--- config.mk ---
export PLATFORM = sky130hd
export DESIGN_NAME = sstf_disk_request_scheduler
export DESIGN_NICKNAME = d
export VERILOG_FILES = /design/src/design/sstf_pkg.sv /design/src/design/sstf_ctrl.sv /design/src/design/sstf_dpath.sv /design/src/design/sstf_disk_request_scheduler.sv
export SDC_FILE = /design/constraint.sdc
export NUM_CORES = 2
export LEC_CHECK = 0
export ABC_AREA = 1
export BUFFER_PORTS_ARGS = -buffer_cell sky130_fd_sc_hd__buf_2
export CAP_MARGIN = 20
export CORE_MARGIN = 3
export CORE_UTILIZATION = 60
export CTS_BUF_LIST = sky130_fd_sc_hd__clkbuf_8
export CTS_CLUSTER_DIAMETER = 30
export CTS_CLUSTER_SIZE = 30
export DETAILED_ROUTE_END_ITERATION = 10
export PLACE_DENSITY = 0.74
export SLEW_MARGIN = 20
export SYNTH_ARGS = -nofsm -noshare
export SYNTH_HDL_FRONTEND = slang
export SYNTH_HIERARCHICAL = 1
export SYNTH_SLANG_ARGS = --single-unit
--- constraint.sdc ---
create_clock -name clk -period 5.4 [get_ports clk]
set_clock_uncertainty 0.05 [all_clocks]
set_input_delay 1.08 -clock clk [delete_from_list [all_inputs] [get_ports clk]]
set_output_delay 1.08 -clock clk [all_outputs]
set_load 0.03 [all_outputs]
--- src/design/sstf_pkg.sv ---
// Shared types and constants for the shortest-seek-first disk request scheduler.
package sstf_pkg;

  // Fixed field widths of the transfer payloads.
  localparam int CYL_W  = 16;
  localparam int SEEK_W = 22;

  // The running seek total saturates at the largest value the result field holds.
  localparam logic [SEEK_W-1:0] SEEK_LIMIT = {SEEK_W{1'b1}};

  // One request transfer.
  typedef struct packed {
    logic [CYL_W-1:0] cylinder;
    logic [CYL_W-1:0] start_head;
    logic             batch_end;
  } sstf_in_t;

  // One result transfer.
  typedef struct packed {
    logic [CYL_W-1:0]  served_cylinder;
    logic [SEEK_W-1:0] seek_total;
    logic              final_result;
  } sstf_out_t;

  // Controller states.
  typedef enum logic [1:0] {
    ST_LOAD,
    ST_SCAN,
    ST_DRAIN,
    ST_EMIT
  } sstf_state_t;

  // Commands from the controller to the datapath.
  typedef struct packed {
    logic accept;       // a request transfer is taken this cycle
    logic batch_start;  // the accepted request closes the batch
    logic issue;        // read the next store entry for the nearest search
    logic emit;         // serve the chosen request and load the result register
  } sstf_cmd_t;

  // Status from the datapath to the controller.
  typedef struct packed {
    logic scan_last;    // the read being issued is the last stored entry
    logic step_last;    // the request being served is the last of the batch
    logic out_ready;    // the result register can take a new result
  } sstf_sts_t;

endpackage

--- src/design/sstf_ctrl.sv ---
// Controller state machine that sequences loading, nearest search and serving.
module sstf_ctrl (
  input  logic                clk,
  input  logic                rst_n,
  input  logic                in_valid,
  input  logic                in_batch_end,
  input  sstf_pkg::sstf_sts_t sts,
  output logic                in_stall,
  output sstf_pkg::sstf_cmd_t cmd
);
  import sstf_pkg::*;

  sstf_state_t state_r;
  sstf_state_t state_nxt;

  // State register.
  always_ff @(posedge clk) begin
    if (!rst_n) begin
      state_r <= ST_LOAD;
    end else begin
      state_r <= state_nxt;
    end
  end

  // Next-state logic.
  always_comb begin
    state_nxt = state_r;
    case (state_r)
      ST_LOAD: begin
        if (in_valid && in_batch_end) begin
          state_nxt = ST_SCAN;
        end
      end
      ST_SCAN: begin
        if (sts.scan_last) begin
          state_nxt = ST_DRAIN;
        end
      end
      ST_DRAIN: begin
        state_nxt = ST_EMIT;
      end
      ST_EMIT: begin
        if (sts.out_ready) begin
          state_nxt = sts.step_last ? ST_LOAD : ST_SCAN;
        end
      end
      default: begin
        state_nxt = ST_LOAD;
      end
    endcase
  end

  // Output decode.
  always_comb begin
    in_stall        = 1'b1;
    cmd.accept      = 1'b0;
    cmd.batch_start = 1'b0;
    cmd.issue       = 1'b0;
    cmd.emit        = 1'b0;
    case (state_r)
      ST_LOAD: begin
        in_stall        = 1'b0;
        cmd.accept      = in_valid;
        cmd.batch_start = in_valid && in_batch_end;
      end
      ST_SCAN: begin
        cmd.issue = 1'b1;
      end
      ST_DRAIN: begin
        cmd.issue = 1'b0;
      end
      ST_EMIT: begin
        cmd.emit = sts.out_ready;
      end
      default: begin
        in_stall = 1'b1;
      end
    endcase
  end

endmodule

--- src/design/sstf_dpath.sv ---
// Datapath: request store, served mask, nearest-request search and result register.
module sstf_dpath #(
  parameter int MAX_REQUESTS  = 64,
  parameter int CYLINDER_BITS = 16
) (
  input  logic                clk,
  input  logic                rst_n,
  input  sstf_pkg::sstf_in_t  in_data,
  input  sstf_pkg::sstf_cmd_t cmd,
  input  logic                out_stall,
  output sstf_pkg::sstf_sts_t sts,
  output logic                out_valid,
  output sstf_pkg::sstf_out_t out_data
);
  import sstf_pkg::*;

  // Cylinders keep at most the bits that the field carries.
  localparam int CW  = (CYLINDER_BITS < CYL_W) ? CYLINDER_BITS : CYL_W;
  localparam int AW  = $clog2(MAX_REQUESTS);
  localparam int NW  = $clog2(MAX_REQUESTS + 1);
  localparam int SW1 = SEEK_W + 1;

  logic [CW-1:0]     mem [MAX_REQUESTS];
  logic [CW-1:0]     rd_data_r;

  logic [NW-1:0]     count_r, count_nxt;
  logic [MAX_REQUESTS-1:0] served_r, served_nxt;
  logic [CW-1:0]     head_r, head_nxt;
  logic [SEEK_W-1:0] seek_r, seek_nxt;
  logic [AW-1:0]     scan_r, scan_nxt;
  logic [AW-1:0]     step_r, step_nxt;
  logic              cmp_vld_r;
  logic [AW-1:0]     cmp_idx_r;
  logic              found_r, found_nxt;
  logic [AW-1:0]     best_idx_r;
  logic [CW-1:0]     best_dist_r;
  logic [CW-1:0]     best_cyl_r;
  logic              out_valid_r, out_valid_nxt;
  sstf_out_t         out_data_r;

  logic              wr_en;
  logic [NW-1:0]     last_idx;
  logic [CW-1:0]     cand_dist;
  logic              take;
  logic [SW1-1:0]    seek_sum;
  logic [SEEK_W-1:0] seek_sat;

  // Store write for each accepted request while there is room.
  assign wr_en = cmd.accept && (count_r < NW'(MAX_REQUESTS));

  // Request store with a registered read port driven by the scan index.
  always_ff @(posedge clk) begin
    if (wr_en) begin
      mem[count_r[AW-1:0]] <= in_data.cylinder[CW-1:0];
    end
    rd_data_r <= mem[scan_r];
  end

  // Index of the last stored entry and end-of-pass flags.
  assign last_idx       = count_r - 1'b1;
  assign sts.scan_last  = (NW'(scan_r) == last_idx);
  assign sts.step_last  = (NW'(step_r) == last_idx);
  assign sts.out_ready  = !out_valid_r || !out_stall;

  // Distance of the entry just read from the head; strict less keeps the lowest index on ties.
  assign cand_dist = (rd_data_r >= head_r) ? (rd_data_r - head_r) : (head_r - rd_data_r);
  assign take = cmp_vld_r && !served_r[cmp_idx_r] && (!found_r || (cand_dist < best_dist_r));

  // Saturating running seek total.
  assign seek_sum = {1'b0, seek_r} + SW1'(best_dist_r);
  assign seek_sat = (seek_sum > {1'b0, SEEK_LIMIT}) ? SEEK_LIMIT : seek_sum[SEEK_W-1:0];

  // Next values of the control state.
  always_comb begin
    count_nxt     = count_r;
    served_nxt    = served_r;
    head_nxt      = head_r;
    seek_nxt      = seek_r;
    scan_nxt      = scan_r;
    step_nxt      = step_r;
    found_nxt     = found_r;
    out_valid_nxt = out_valid_r && out_stall;

    if (wr_en) begin
      count_nxt = count_r + 1'b1;
    end
    if (take) begin
      found_nxt = 1'b1;
    end
    if (cmd.issue && !sts.scan_last) begin
      scan_nxt = scan_r + 1'b1;
    end
    if (cmd.batch_start) begin
      head_nxt   = in_data.start_head[CW-1:0];
      seek_nxt   = '0;
      served_nxt = '0;
      step_nxt   = '0;
      scan_nxt   = '0;
      found_nxt  = 1'b0;
    end
    if (cmd.emit) begin
      head_nxt               = best_cyl_r;
      seek_nxt               = seek_sat;
      served_nxt[best_idx_r] = 1'b1;
      step_nxt               = step_r + 1'b1;
      scan_nxt               = '0;
      found_nxt              = 1'b0;
      out_valid_nxt          = 1'b1;
      if (sts.step_last) begin
        count_nxt = '0;
      end
    end
  end

  // Control state registers.
  always_ff @(posedge clk) begin
    if (!rst_n) begin
      count_r     <= '0;
      served_r    <= '0;
      head_r      <= '0;
      seek_r      <= '0;
      scan_r      <= '0;
      step_r      <= '0;
      found_r     <= 1'b0;
      cmp_vld_r   <= 1'b0;
      out_valid_r <= 1'b0;
    end else begin
      count_r     <= count_nxt;
      served_r    <= served_nxt;
      head_r      <= head_nxt;
      seek_r      <= seek_nxt;
      scan_r      <= scan_nxt;
      step_r      <= step_nxt;
      found_r     <= found_nxt;
      cmp_vld_r   <= cmd.issue;
      out_valid_r <= out_valid_nxt;
    end
  end

  // Search pipeline payload and the best candidate so far.
  always_ff @(posedge clk) begin
    cmp_idx_r <= scan_r;
    if (take) begin
      best_idx_r  <= cmp_idx_r;
      best_dist_r <= cand_dist;
      best_cyl_r  <= rd_data_r;
    end
  end

  // Result register.
  always_ff @(posedge clk) begin
    if (cmd.emit) begin
      out_data_r.served_cylinder <= CYL_W'(best_cyl_r);
      out_data_r.seek_total      <= seek_sat;
      out_data_r.final_result    <= sts.step_last;
    end
  end

  assign out_valid = out_valid_r;
  assign out_data  = out_data_r;

  // A result is only produced when a candidate was found and the register is free.
  a_emit_found: assert property (@(posedge clk) disable iff (!rst_n)
    cmd.emit |-> (found_r && (!out_valid_r || !out_stall)))
    else $error("result emitted without a free register or a candidate");

  // The chosen request has not been served earlier in this batch.
  a_emit_unserved: assert property (@(posedge clk) disable iff (!rst_n)
    cmd.emit |-> !served_r[best_idx_r])
    else $error("request served twice in one batch");

  // Serving the last request empties the store for the next batch.
  a_batch_clear: assert property (@(posedge clk) disable iff (!rst_n)
    (cmd.emit && sts.step_last) |=> (count_r == '0))
    else $error("store not emptied after the final result");

  // The search never runs on an empty batch.
  a_scan_nonempty: assert property (@(posedge clk) disable iff (!rst_n)
    (cmd.issue || cmd.emit) |-> (count_r != '0))
    else $error("search started on an empty store");

endmodule

--- src/design/sstf_disk_request_scheduler.sv ---
// Top level of the shortest-seek-first disk request scheduler.
// Requests load at one per cycle: each transfer appends its cylinder to a store of
// MAX_REQUESTS entries, and requests beyond that are dropped. The transfer with
// batch_end set also gives the start head and begins scheduling; in_stall stays high
// until the whole batch is served. Serving runs one step per request of the batch:
// each step reads the store once per entry through its single registered read port to
// find the nearest unserved cylinder (lowest load index on ties), then drains the search
// pipeline and loads the result register, which waits while the previous result is
// still stalled. The next batch may load while the final result is still waiting to
// be taken.
module sstf_disk_request_scheduler #(
  parameter int MAX_REQUESTS  = 64,
  parameter int CYLINDER_BITS = 16
) (
  input  logic                clk,
  input  logic                rst_n,
  input  logic                in_valid,
  output logic                in_stall,
  input  sstf_pkg::sstf_in_t  in_data,
  output logic                out_valid,
  input  logic                out_stall,
  output sstf_pkg::sstf_out_t out_data
);
  import sstf_pkg::*;

  sstf_cmd_t cmd;
  sstf_sts_t sts;

  // Controller.
  sstf_ctrl u_ctrl (
    .clk          (clk),
    .rst_n        (rst_n),
    .in_valid     (in_valid),
    .in_batch_end (in_data.batch_end),
    .sts          (sts),
    .in_stall     (in_stall),
    .cmd          (cmd)
  );

  // Datapath.
  sstf_dpath #(
    .MAX_REQUESTS  (MAX_REQUESTS),
    .CYLINDER_BITS (CYLINDER_BITS)
  ) u_dpath (
    .clk       (clk),
    .rst_n     (rst_n),
    .in_data   (in_data),
    .cmd       (cmd),
    .out_stall (out_stall),
    .sts       (sts),
    .out_valid (out_valid),
    .out_data  (out_data)
  );

endmodule
## Yosys cells after proc, flatten, opt, wreduce, memory -nomap -nowiden

Memory sizes are Yosys's and may differ from the RTL's. A register that Yosys moved wholly into a read port is not among the register bits.
Cells that the tools add are included.

- Add/sub/neg operators: 7
- $lt $le $gt $ge: 7
- Equal/unequal tests: 8
- Muxes and demuxes: 29
- Bitwise operators: 2
- Reduce and logical (&&, ||, !) cells: 18

Operator list:

| kind | count |
|---|---|
| $mux W64 | 2 |
| $mux W22 | 3 |
| $or A64 B64 Y64 | 1 |
| $mux W16 | 3 |
| $sub A16 B16 Y16 | 2 |
| $add A22 B16 Y23 | 1 |
| $gt A23 B22 Y1 const B | 1 |
| $mux W7 | 3 |
| $ge A16 B16 Y1 | 1 |
| $lt A16 B16 Y1 | 1 |
| $eq A6 B7 Y1 | 2 |
| $lt A6 B7 Y1 const B | 2 |
| $add A6 B1 Y6 const B | 2 |
| $mux W6 | 2 |
| $mux W1 | 9 |
| $mux W2 | 4 |
| $pmux W2 S4 | 1 |
| $add A7 B1 Y7 const B | 1 |
| $logic_and A1 B1 Y1 | 7 |
| $lt A7 B7 Y1 const B | 1 |
| $sub A7 B1 Y7 const B | 1 |
| $bmux W1 S6 | 1 |
| $demux W1 S6 | 1 |
| $ge A6 B1 Y1 const B | 1 |
| other kinds (10) | 18 |

- Flip-flop bits (word level): 209
- Bits in writable memories: 1024
- Bits of input ports: 37
- Output and inout bits: 41
- Word-level logic and storage cells: 89
- Memories kept: 1

Memory list:

| name | depth | bits a word | read ports | clocked after memory_dff | wr ports | line | source |
|---|---|---|---|---|---|---|---|
| u_dpath.mem | 64 | 16 | 1 | 1 | 1 | sstf_dpath.sv:23 | `logic [CW-1:0] mem [MAX_REQUESTS];` |

## Longest topological paths before layout

- Depth in word-level cells: 6
- Gate-level depth with buffers: 22

## Modules after synthesis

Netlist, hierarchy kept.

Modules (own cells, without submodules):

| module | instances | cells an instance | area each (um^2) | seq. area each (um^2) |
|---|---|---|---|---|
| sstf_dpath | 1 | 4453 | 51887.3 | 35984.5 |
| sstf_ctrl | 1 | 32 | 198.9 | 40.0 |

## Least setup slack after synthesis

Ideal clock, no wire load.

- Kind: reg-to-reg
- Start: register u_dpath.rd_data_r[0], read port of u_dpath.mem
- End: register u_dpath.best_cyl_r[0], enable pin
- Setup time: 0.433 ns
- Data arrival time: 4.149 ns
- Required time: 4.917 ns
- Setup slack: 0.768 ns
- Cell stages (with the launch flop): 21
- Buffers on the path: 1
- Period minus slack after synthesis: 4.632 ns
- Path through: dfxtp_1 inv_1 ha_1 inv_1 fa_1 a21oi_1 o21bai_2 nand2_1 nand3_2 inv_2 buf_6 nand2_1 nand2_1 inv_1 ha_1 a21oi_1 o21a_1 o21ai_0 nand2_1 a21oi_1 nor2_1

- Longest elaborated chain between the ends: 5
- Elaborated cells on any way between the ends: 7
- Classes of those cells: 2 x add/sub; 2 x order compare; 1 x mux; 2 x reduce/logical

Ends and longest elaborated chain:

| item | line | source |
|---|---|---|
| start: declaration | sstf_dpath.sv:24 | `logic [CW-1:0] rd_data_r;` |
| $sub A16 B16 Y16 / $ge A16 B16 Y1 (equally long branches) | sstf_dpath.sv:66 | `assign cand_dist = (rd_data_r >= head_r) ? (rd_data_r - head_r) : (head_r - rd_data_r);` |
| $mux W16 * | sstf_dpath.sv:66 |  |
| named net u_dpath.cand_dist[3] | sstf_dpath.sv:43 | `logic [CW-1:0] cand_dist;` |
| $lt A16 B16 Y1 * | sstf_dpath.sv:67 | `assign take = cmp_vld_r && !served_r[cmp_idx_r] && (!found_r \|\| (cand_dist < best_dist_r));` |
| $logic_or A1 B1 Y1 * | sstf_dpath.sv:67 |  |
| $logic_and A1 B1 Y1 * | sstf_dpath.sv:67 |  |
| named net u_dpath.take | sstf_dpath.sv:44 | `logic take;` |
| end signal: assignment | sstf_dpath.sv:146 | `best_cyl_r <= rd_data_r;` |
| end: declaration | sstf_dpath.sv:37 | `logic [CW-1:0] best_cyl_r;` |

The timed path passes the listed nets; every way through them passes the cells marked *.
A chain may end at the register's enable or synchronous reset.

## Worst setup path in the final report

- Start: register u_dpath.rd_data_r[0], read port of u_dpath.mem
- End: register u_dpath.best_cyl_r[7], enable pin

Same word-level chain as after synthesis.

==> results.yml <==
run_status:
  outcome: "complete, no violations"
layout:
  fin_nets: 4727
  drive_gt1_share_pct: 12.7
  ff_latch_area_mm2: 0.0360
  layout_common_cells: "edfxtp_1, nor2_1, nand2_1"
  nFillCells: 6163
  design_area_mm2: 0.0584
  final_util_pct: 68.2
  multi_input_area_mm2: 0.0141
  area_growth_pct: 12.2
  final_common_cell: "edfxtp_1"
placed_design:
  io_buffer_count: 77
  gp_congestion: 0.922
  dp_hpwl_um: 74900
  placed_cell_area_mm2: 0.0536
sta:
  fmax_ghz: 0.235
  hold_violations: 0
  finalCritPeriodShare_pct: 78.7
  setup_tns_ps: 0
  max_slew_margin_pct: 25.9
  setup-violations-final: 0
  period_minus_slack_ps: 4250
  worst_slew_pin_slew_ps: 1100
  rsz0062_at_grt: "false"
  hold_ws_ps: 403
  slew_viol_final: 0
detailed_routing:
  first_pass_iters: 6
  wirelength_um: 134000
  dr.first_iter.drc_count: 4280
  route.detailed.drc: 0
  wl_per_cell_um: 22.5
  viasPerCell: 6.04
  ant_nets: 0
  via_count: 35952
synthesis:
  mappedNetlistArea_mm2: 0.0521
  ys_ff_latch: 1249
  ys_seq_area_share_pct: 69.2
  synth_cell_types: 54
  syn_nets: 4595
  synth_area_per_cell_um2: 11.6
  netlist_instances: 4485
  yosys_warnings: 6
pwr:
  seqPwrFrac_pct: 42.4
  powerDensity_mw_per_mm2: 452
  design_power_total_mw: 26.4
  leakage_nw: 20.4
  combPwrFrac_pct: 22.3
  max-vdd-ir-drop_mv: 0.372
  p_int_mw: 17.7
  p_sw_mw: 8.69
  power_frac_clock_pct: 35.4
  swShare_pct: 32.9
global_routing:
  grtUsageTotal_pct: 29.5
  grt_pass1_wl_um: 202000
  grt_pass1_vias: 34348
  grt-ovfl-total: 0
  antenna_found_initial: 3
  grt_max_degree: 197
worst_hold_path:
  hp-class: "register to register"
clock_network:
  cts_sinks: 1249
  numCtsBuffers: 209
  post_cts_buffers: 0
  htree_num_levels: 4
  clkSlewWorstSetupHoldPaths_ps: 70
  clock_path_buffers: 3
  post_cts_resized: 0
  cts_tree: "done"
  clkLatencyLatePin_ps: 890
  clockRootBuffer: "clkbuf_8"
  cts_hold_buf: 0
setup_path:
  r2r_cells: 20
  rr_endpoint: "u_dpath/best_cyl_r[7]$_DFFE_PP_"
  worstSetupPathType: "register to register"
  critPathLaunch: "u_dpath/rd_data_r[0]$_DFF_P_"
  critPathLaunchType: "register"
  cp.required_ps: 5870
  reg2reg_setup_slack_ps: 1150
  crit_fanout: 29
  worstSetupEndpoint: "u_dpath/best_cyl_r[7]$_DFFE_PP_"
  r2r-start: "u_dpath/rd_data_r[0]$_DFF_P_"
  end_kind: "register"
  cp.arrival_ps: 4720
floorplan:
  die_x_um: 301
  start_util_pct: 60.8
  num_io_pins: 78
  core_mm2: 0.0857
  die_area_mm2: 0.0904
  die_y_um: 301
  num_rows: 107
run:
  maxCapViolCount: 0
[critical path: stages (launching register included)]
cell and delay (ps):
dfxtp_1 330, inv_1 60, ha_1 180, inv_1 60, fa_1 480, a21oi_1 320, o21bai_2 110, nand2_1 90
nand3_2 300, inv_2 310, nand2_1 80, nand2_1 60, inv_1 50, ha_1 280, a21oi_1 150, o21a_1 130
o21ai_0 80, nand2_1 70, a21oi_1 80, nor2_4 330, buf_12 250
[sequential cells by signal, summed over array words and instances, names as in the netlist]
register / flops
u_ctrl/state_r: 2
u_dpath/best_cyl_r: 16
u_dpath/out_valid: 1
u_dpath/count_r: 7
u_dpath/head_r: 16
u_dpath/mem: 1024
u_dpath/seek_r: 22
u_dpath/best_dist_r: 16
u_dpath/served_r: 64
u_dpath/scan_r: 6
u_dpath/found_r: 1
u_dpath/rd_data_r: 16
u_dpath/cmp_idx_r: 6
u_dpath/step_r: 6
u_dpath/cmp_vld_r: 1
u_dpath/out_data: 39
u_dpath/best_idx_r: 6
[power groups by stage]
stage          Clock [mW]  Combinational (mW)  Sequential [mW]
2_1_floorplan           0                4.11             11.3
3_3_place_gp            0                5.69             11.4
3_5_place_dp            0                5.78             11.4
4_1_cts              9.46                5.81             11.2
5_1_grt              9.92                6.50             11.2
6_report             9.34                5.88             11.2
[metal layers]
layer / up-vias / wire, um / track usage (%)
li1: 16483 / - / -
met5: - / 0 / 0
met2: 1891 / 62700 / 46.6
met1: 17275 / 52800 / 40.7
met4: 0 / 5060 / 12.4
met3: 303 / 13200 / 5.59
[cell families (layout without fill, tap and decap cells)]
group / count (synthesis) / in the layout / synth area share, %
AND/OR/NAND/NOR: 1649 / 1649 / 13.2
flip-flops: 1249 / 1249 / 69.2
AO/OA/AOI/OAI: 1006 / 1006 / 11.1
buffers and inverters: 455 / 773 / 3.82
adder cells (fa/ha/maj): 73 / 73 / 1.80
XOR/XNOR: 51 / 51 / 0.872
multiplexers: 2 / 2 / 0.0384
other: 0 / 1 / 0
[cell type report]
| class | instances | area share [%] |
|---|---|---|
| Clock inverter | 180 | 3.12 |
| Antenna cell | 1 | 0.00428 |
| Tap cell | 1144 | 2.45 |
| Timing Repair Buffer | 188 | 2.30 |
| Inverter | 188 | 1.23 |
| Sequential cell | 1249 | 61.7 |
| Multi-Input combinational cell | 2781 | 24.1 |
| Clock buffer | 217 | 5.11 |
[per-stage QoR]
| step | worst slack, ps | std cells |
|---|---|---|
| 2_1_floorplan | 768 | 4485 |
| 3_3_place_gp | 1310 | 5550 |
| 3_5_place_dp | 1200 | 5550 |
| 4_1_cts | 1150 | 5947 |
| 5_1_grt | 816 | 5948 |
| 6_report | 1150 | 5948 |
[cell usage after synthesis (all sizes together)]
library cell	number	area, um2
xnor2	15	131
clkinv	2	7.51
a211oi	1	7.51
edfxtp	1101	33100
ha	70	876
nand3b	6	57.6
nand2	595	2270
nor4	11	119
a22o	1	8.76
inv	186	698
o21a	4	30.0
nand3	211	1090
o21ai	560	2810
a22oi	37	278
and2	1	6.26
o22ai	149	932
a21oi	111	567
dfxtp	148	2960
o21bai	6	48.8
buf	107	677
nand2b	1	6.26
fa	3	60.1
mux2i	2	20.0
nor2	735	2780
o221ai	72	631
nor3	21	115
clkbuf	160	606
o211ai	60	455
a31oi	3	18.8
xor2	36	323
or2	1	6.26
a21o	1	7.51
nand4	67	419
a21boi	1	7.51
[worst min path at each step]
stage / startpoint / to / slack (ps) / cells after the start
after detailed placement: u_dpath/best_cyl_r[10]$_DFFE_PP_ / u_dpath/out_data[33]$_DFFE_PP_ / 390 / 0
after CTS: in_data[11] / u_dpath/head_r[10]$_SDFFE_PN0P_ / 400 / 3
final: u_dpath/best_cyl_r[10]$_DFFE_PP_ / u_dpath/out_data[33]$_DFFE_PP_ / 400 / 0
after global routing: u_dpath/best_cyl_r[10]$_DFFE_PP_ / u_dpath/out_data[33]$_DFFE_PP_ / 420 / 0
after floorplan: u_dpath/scan_r[2]$_SDFFE_PP0P_ / u_dpath/cmp_idx_r[2]$_DFF_P_ / 280 / 0
after global placement: u_dpath/rd_data_r[15]$_DFF_P_ / u_dpath/best_cyl_r[15]$_DFFE_PP_ / 370 / 0
No activity file was read; power rests on OpenSTA's default activity.
